`config.mk`:
```
export PLATFORM = sky130hd
export DESIGN_NAME = sif_front
export DESIGN_NICKNAME = d
export VERILOG_FILES = /design/src/rtl/sif_pkg.sv /design/src/rtl/sif_front.sv
export SDC_FILE = /design/constraint.sdc
export NUM_CORES = 2
export LEC_CHECK = 0
export BUFFER_PORTS_ARGS = -buffer_cell sky130_fd_sc_hd__buf_4
export CAP_MARGIN = 20
export CORE_MARGIN = 1
export CORE_UTILIZATION = 55
export DETAILED_ROUTE_END_ITERATION = 16
export PLACE_DENSITY = 0.76
export SLEW_MARGIN = 40
export SYNTH_ARGS = -nofsm -noshare
export SYNTH_HDL_FRONTEND = slang
export SYNTH_SLANG_ARGS = --single-unit
```
`constraint.sdc`:
```
create_clock -name clk -period 12.2 [get_ports clk]
set_input_delay 1.83 -clock clk [delete_from_list [all_inputs] [get_ports clk]]
set_output_delay 1.83 -clock clk [all_outputs]
set_load 0.05 [all_outputs]
```
`src/rtl/sif_pkg.sv`:
```
package sif_pkg;

  // default sizes
  localparam int SIF_MAX_MODES   = 256;
  localparam int SIF_VALUE_WIDTH = 32;

  // unsigned q0.32-scaled constants, ONE_Q32 on 33 bits
  localparam logic [32:0] ONE_Q32   = 33'h1_0000_0000;
  localparam logic [31:0] LN2_Q32   = 32'hB172_17F8;
  localparam int          EXP_TERMS = 12;
  localparam int          MAX_SHIFT = 32;

  // configuration register indexes
  typedef enum logic [2:0] {
    CFG_FIRST_STEP   = 3'd0,
    CFG_TIME_STEP    = 3'd1,
    CFG_VISCOUS_RATE = 3'd2,
    CFG_MODE_COUNT   = 3'd3
  } cfg_reg_t;

  // j * ln2 on 37 bits, j up to 33
  function automatic logic [36:0] ln2_mul(input logic [5:0] j);
    ln2_mul = 37'(j) * 37'(LN2_Q32);
  endfunction

  // reciprocal multiplier giving floor(p / n) exactly for 32 bit p
  function automatic logic [32:0] recip_mul(input int n);
    case (n)
      3:       recip_mul = 33'h1_5555_5556;
      5:       recip_mul = 33'h1_9999_999A;
      6:       recip_mul = 33'h1_5555_5556;
      7:       recip_mul = 33'h1_2492_4925;
      9:       recip_mul = 33'h1_C71C_71C8;
      10:      recip_mul = 33'h1_9999_999A;
      11:      recip_mul = 33'h1_745D_1746;
      12:      recip_mul = 33'h1_5555_5556;
      default: recip_mul = 33'h1_0000_0000;
    endcase
  endfunction

  // matching right shift, 32 plus ceil(log2 n)
  function automatic int recip_shift(input int n);
    case (n)
      1:                recip_shift = 32;
      2:                recip_shift = 33;
      3, 4:             recip_shift = 34;
      5, 6, 7, 8:       recip_shift = 35;
      default:          recip_shift = 36;
    endcase
  endfunction

endpackage

```
`src/rtl/sif_front.sv`:
```
module sif_front
  import sif_pkg::*;
#(
  parameter int VALUE_WIDTH = SIF_VALUE_WIDTH,
  parameter int SW          = 6 * VALUE_WIDTH + 1
) (
  input  logic                        clk,
  input  logic                        rst_n,
  input  logic                        en,
  input  logic                        in_valid,
  input  logic [7:0]                  wave_a,
  input  logic [7:0]                  wave_b,
  input  logic [7:0]                  wave_c,
  input  logic [6*VALUE_WIDTH-1:0]    pay,
  input  logic [8:0]                  k_i,
  input  logic [9:0]                  lim_i,
  input  logic [31:0]                 viscous_rate,
  output logic                        out_valid,
  output logic [49:0]                 x_o,
  output logic [SW-1:0]               side_o
);

  logic                     v0_r, v1_r, v2_r;
  logic [7:0]               a_r, b_r, c_r;
  logic [6*VALUE_WIDTH-1:0] pay0_r, pay1_r;
  logic [17:0]              ksq_r, ksq_nxt;
  logic                     keep_r, keep_nxt;
  logic [49:0]              x_r, x_nxt;
  logic [SW-1:0]            side_r;

  // retained set test and squared magnitude
  always_comb begin
    keep_nxt = ({1'b0, a_r} < k_i) && ({1'b0, b_r} < k_i) && ({1'b0, c_r} < k_i) &&
               ((a_r | b_r | c_r) != 8'd0) &&
               ({1'b0, 9'(a_r) + 9'(b_r)} <= lim_i) &&
               ({1'b0, 9'(a_r) + 9'(c_r)} <= lim_i) &&
               ({1'b0, 9'(b_r) + 9'(c_r)} <= lim_i);
    ksq_nxt  = 18'(a_r) * 18'(a_r) + 18'(b_r) * 18'(b_r) + 18'(c_r) * 18'(c_r);
  end

  // decay exponent
  always_comb begin
    x_nxt = 50'(ksq_r) * 50'(viscous_rate);
  end

  // valid chain
  always_ff @(posedge clk) begin
    if (!rst_n) begin
      v0_r <= 1'b0;
      v1_r <= 1'b0;
      v2_r <= 1'b0;
    end else if (en) begin
      v0_r <= in_valid;
      v1_r <= v0_r;
      v2_r <= v1_r;
    end
  end

  // data stages
  always_ff @(posedge clk) begin
    if (en) begin
      a_r    <= wave_a;
      b_r    <= wave_b;
      c_r    <= wave_c;
      pay0_r <= pay;
      ksq_r  <= ksq_nxt;
      keep_r <= keep_nxt;
      pay1_r <= pay0_r;
      x_r    <= x_nxt;
      side_r <= {keep_r, pay1_r};
    end
  end

  assign out_valid = v2_r;
  assign x_o       = x_r;
  assign side_o    = side_r;

endmodule

```
==> impl_metrics.toml <==
[status]
status = "finished, final reports clean"

[job]
drv_cap = 0

[placement]
gp_congestion = 0.9124
place_hpwl_mm = 76.76
port_buffers = 514

[worst_setup_path]
cp-start-kind = "primary input"
regToRegEndpoint = "ksq_r[17]$_DFFE_PP_"
critPathRequiredTime_ns = 12.58
cp_max_fo = 18
path_cells = "buf_4 > and2_1 > fa_1 > inv_1 > fa_1 > fa_1 > inv_1 > fa_1 > fa_1 > inv_1 > fa_1 > inv_1 > ha_1 > nand2_1 > nor4_1 > nand2_1 > a211oi_2 > o21ai_1 > a31oi_1 > nand3_1 > a41oi_1 > xnor2_1"
worstSetupPathType = "primary input to register"
slowest_delay_ns = 0.54
reg2reg_depth = 23
slowest_stage = "fa_1"
cpMostUsedCell = "fa_1"
cp_data_arrival_time_ns = 8.13
r2r-start = "a_r[5]$_DFFE_PP_"
endpoint_kind = "register"
rrSetupSlack_ns = 4.80

[synthesis]
synth.largest_area_cell = "edfxtp_1"
synth_top_area_share_pct = 43.92
synth-seq-cells = 673
async_flop_share_pct = 0
ys_top_cells_by_area = "edfxtp_1 44%, fa_1 27%, ha_1 7.8%"
synth_flop_cell = "edfxtp_1"
yosysWarnings = 0
mappedNetlistArea_um2 = 45810
synth_common_cells = "801 x inv_1, 670 x edfxtp_1, 615 x fa_1"
synth_nets = 4817
synth_edf_count = 670
synth.yosys.seq_area_share_pct = 44.05
ys_types = 66
syn_avg_cell_area_um2 = 12.56
yosys.cell_count.top_type = "inv_1"
synthCells = 3647

[clock_tree]
clk_pin_slew_ns = 0.07
ctsResizeCount = 0
cts_tree = "done"
cts_hold_buf = 0
root_buffer = "clkbuf_16"
h-tree-depth = 3
cts_buffers = 69
clk_latency_ns = 0.64
clkSinkCount = 673
clockBufferDepth = 3
post-cts-setup-buffer-count = 0

[route]
drc = 0
wirelength_mm = 104.2
drt_iter0_markers = 1795
drt_pre_antenna_iters = 5
num_vias = 27610
drtAntennaViolNets = 0
wl_per_cell_um = 19.75
detail_route.vias_per_cell = 5.237

[sta]
clock_skew_ns = 0.03317
period_share_pct = 63.48
slew_headroom_pct = 46.56
slew_viol_final = 0
final-setup-viol-count = 0
max_freq_mhz = 129.1
setup_tns_ns = 0
worst_pin_slew_ns = 0.8016
hold_violations = 0
period_minus_slack_ns = 7.744
grt_setup_unrepaired = "no"

[die]
row_count = 105
core_area_um2 = 82240
die_h_um = 290.6
ioPinCount = 515
dieArea_um2 = 84450
start_util_pct = 55.71
fp.dieW_um = 290.6

[final_layout]
fin_nets = 5318
area_growth_pct = 15.83
regArea_um2 = 20180
multi_input_area_um2 = 22180
drive_gt1_share_pct = 15.59
fill_cells = 6177

[global_route]
grt_util_all_layers_pct = 25.27
grt_pass1_vias = 29940
antenna_found_initial = 8
gr-total-overflow = 0
grt_max_degree = 174
grt_pass1_wl_mm = 163.6

[min_path]
worst_hold_path.endpoint = "side_o[94]$_DFFE_PP_"
hold_path.startpoint = "pay1_r[94]$_DFFE_PP_"
min_path_type = "register to register"
min_path_cells = 0
[layer usage]
metal / up-vias / part of all wire, % / wire [µm] / track usage [%]
met5: - / 0.067 / 70 / 0
li1: 12480 / - / - / -
met2: 994 / 49 / 51500 / 42.56
met3: 191 / 9.2 / 9567 / 7.173
met4: 12 / 2.9 / 3018 / 7.807
met1: 13940 / 38 / 40010 / 31.68
[critical path: cells and delay by family]
family                   cells  cell delay [ns]
AO/OA/AOI/OAI                4             1.36
XOR/XNOR                     1             0.10
adder cells (fa/ha/maj)      7             3.46
buffers and inverters        5             0.38
AND/OR/NAND/NOR              5             0.95
[registers in the layout, summed over array words and instances (netlist names)]
name / count
ksq_r: 18
out_valid: 1
b_r: 8
a_r: 8
v0_r: 1
c_r: 8
pay1_r: 192
side_o: 193
v1_r: 1
pay0_r: 192
keep_r: 1
x_o: 50
[area by class of cell]
class                      count  share of cell area, %
antenna                        2               0.009431
tap                         1070                  2.523
clock buffer                  89                  3.395
clock inverter                35                 0.7121
inverter                     807                  5.708
timing repair buffer         541                  7.821
multi-input combinational   2056                  41.80
sequential                   673                  38.03
[logic make-up (layout without fill, tap and decap cells)]
kind of cell    after synthesis  after routing  synth area share (%)
xor+xnor                     83             83                 1.587
simple gates                841            841                 8.723
flops                       673            673                 44.05
other cells                   0              2                     0
mux                           4              4               0.08740
compound gates              229            229                 3.395
fa+ha+maj                   899            899                 34.63
buf+inv                     918           1472                 7.530
[layout by cell type (no fill, tap or decap), types with 5 or more instances in the layout]
cell type  instances
a21oi_1           77
inv_1            801
nand2_1          414
clkbuf_1          20
nor2b_1           18
o21ai_1            6
o21a_1             9
clkinv_1          16
edfxtp_1         670
xor2_1            24
and2_1           246
nand4_1           14
clkbuf_16         69
o21ai_0           26
nor4_1             5
a31oi_1            7
and3_1             7
o21bai_1          19
nand2b_1           8
buf_4            534
clkinv_2           8
nor3_1             8
nor2_1            91
a21o_1            37
xnor2_1           59
nand3_1           12
fa_1             615
ha_1             284
[metrics by stage]
| step | instance area [µm²] | hold slack (ns) | std cells | utilization (%) | worst slack, ns |
|---|---|---|---|---|---|
| after global placement | 50800 | 0.4001 | 5144 | 61.77 | 3.978 |
| final | 53070 | 0.3996 | 5273 | 64.52 | 4.456 |
| after floorplan | 45810 | 0.4003 | 3647 | - | 4.351 |
| after global routing | 53070 | 0.3942 | 5273 | 64.52 | 4.249 |
| after CTS | 53030 | 0.3941 | 5270 | 64.49 | 4.575 |
| after detailed placement | 50850 | 0.4045 | 5146 | 61.83 | 3.902 |
[worst max-delay path by stage]
| stage | from | end | slack, ns | depth (start not counted) |
|---|---|---|---|---|
| 5_1_grt | viscous_rate[17] | x_o[49]$_DFFE_PP_ | 4.25 | 21 |
| 3_5_place_dp | viscous_rate[22] | x_o[49]$_DFFE_PP_ | 3.90 | 22 |
| 3_3_place_gp | viscous_rate[22] | x_o[49]$_DFFE_PP_ | 3.98 | 22 |
| 6_report | viscous_rate[22] | x_o[49]$_DFFE_PP_ | 4.46 | 22 |
| 4_1_cts | viscous_rate[22] | x_o[49]$_DFFE_PP_ | 4.57 | 22 |
| 2_1_floorplan | viscous_rate[29] | x_o[47]$_DFFE_PP_ | 4.35 | 25 |
Power is left out: the tool's default activity adds up to more than one toggle a clock period on the data nets, which glitch-free logic cannot reach.
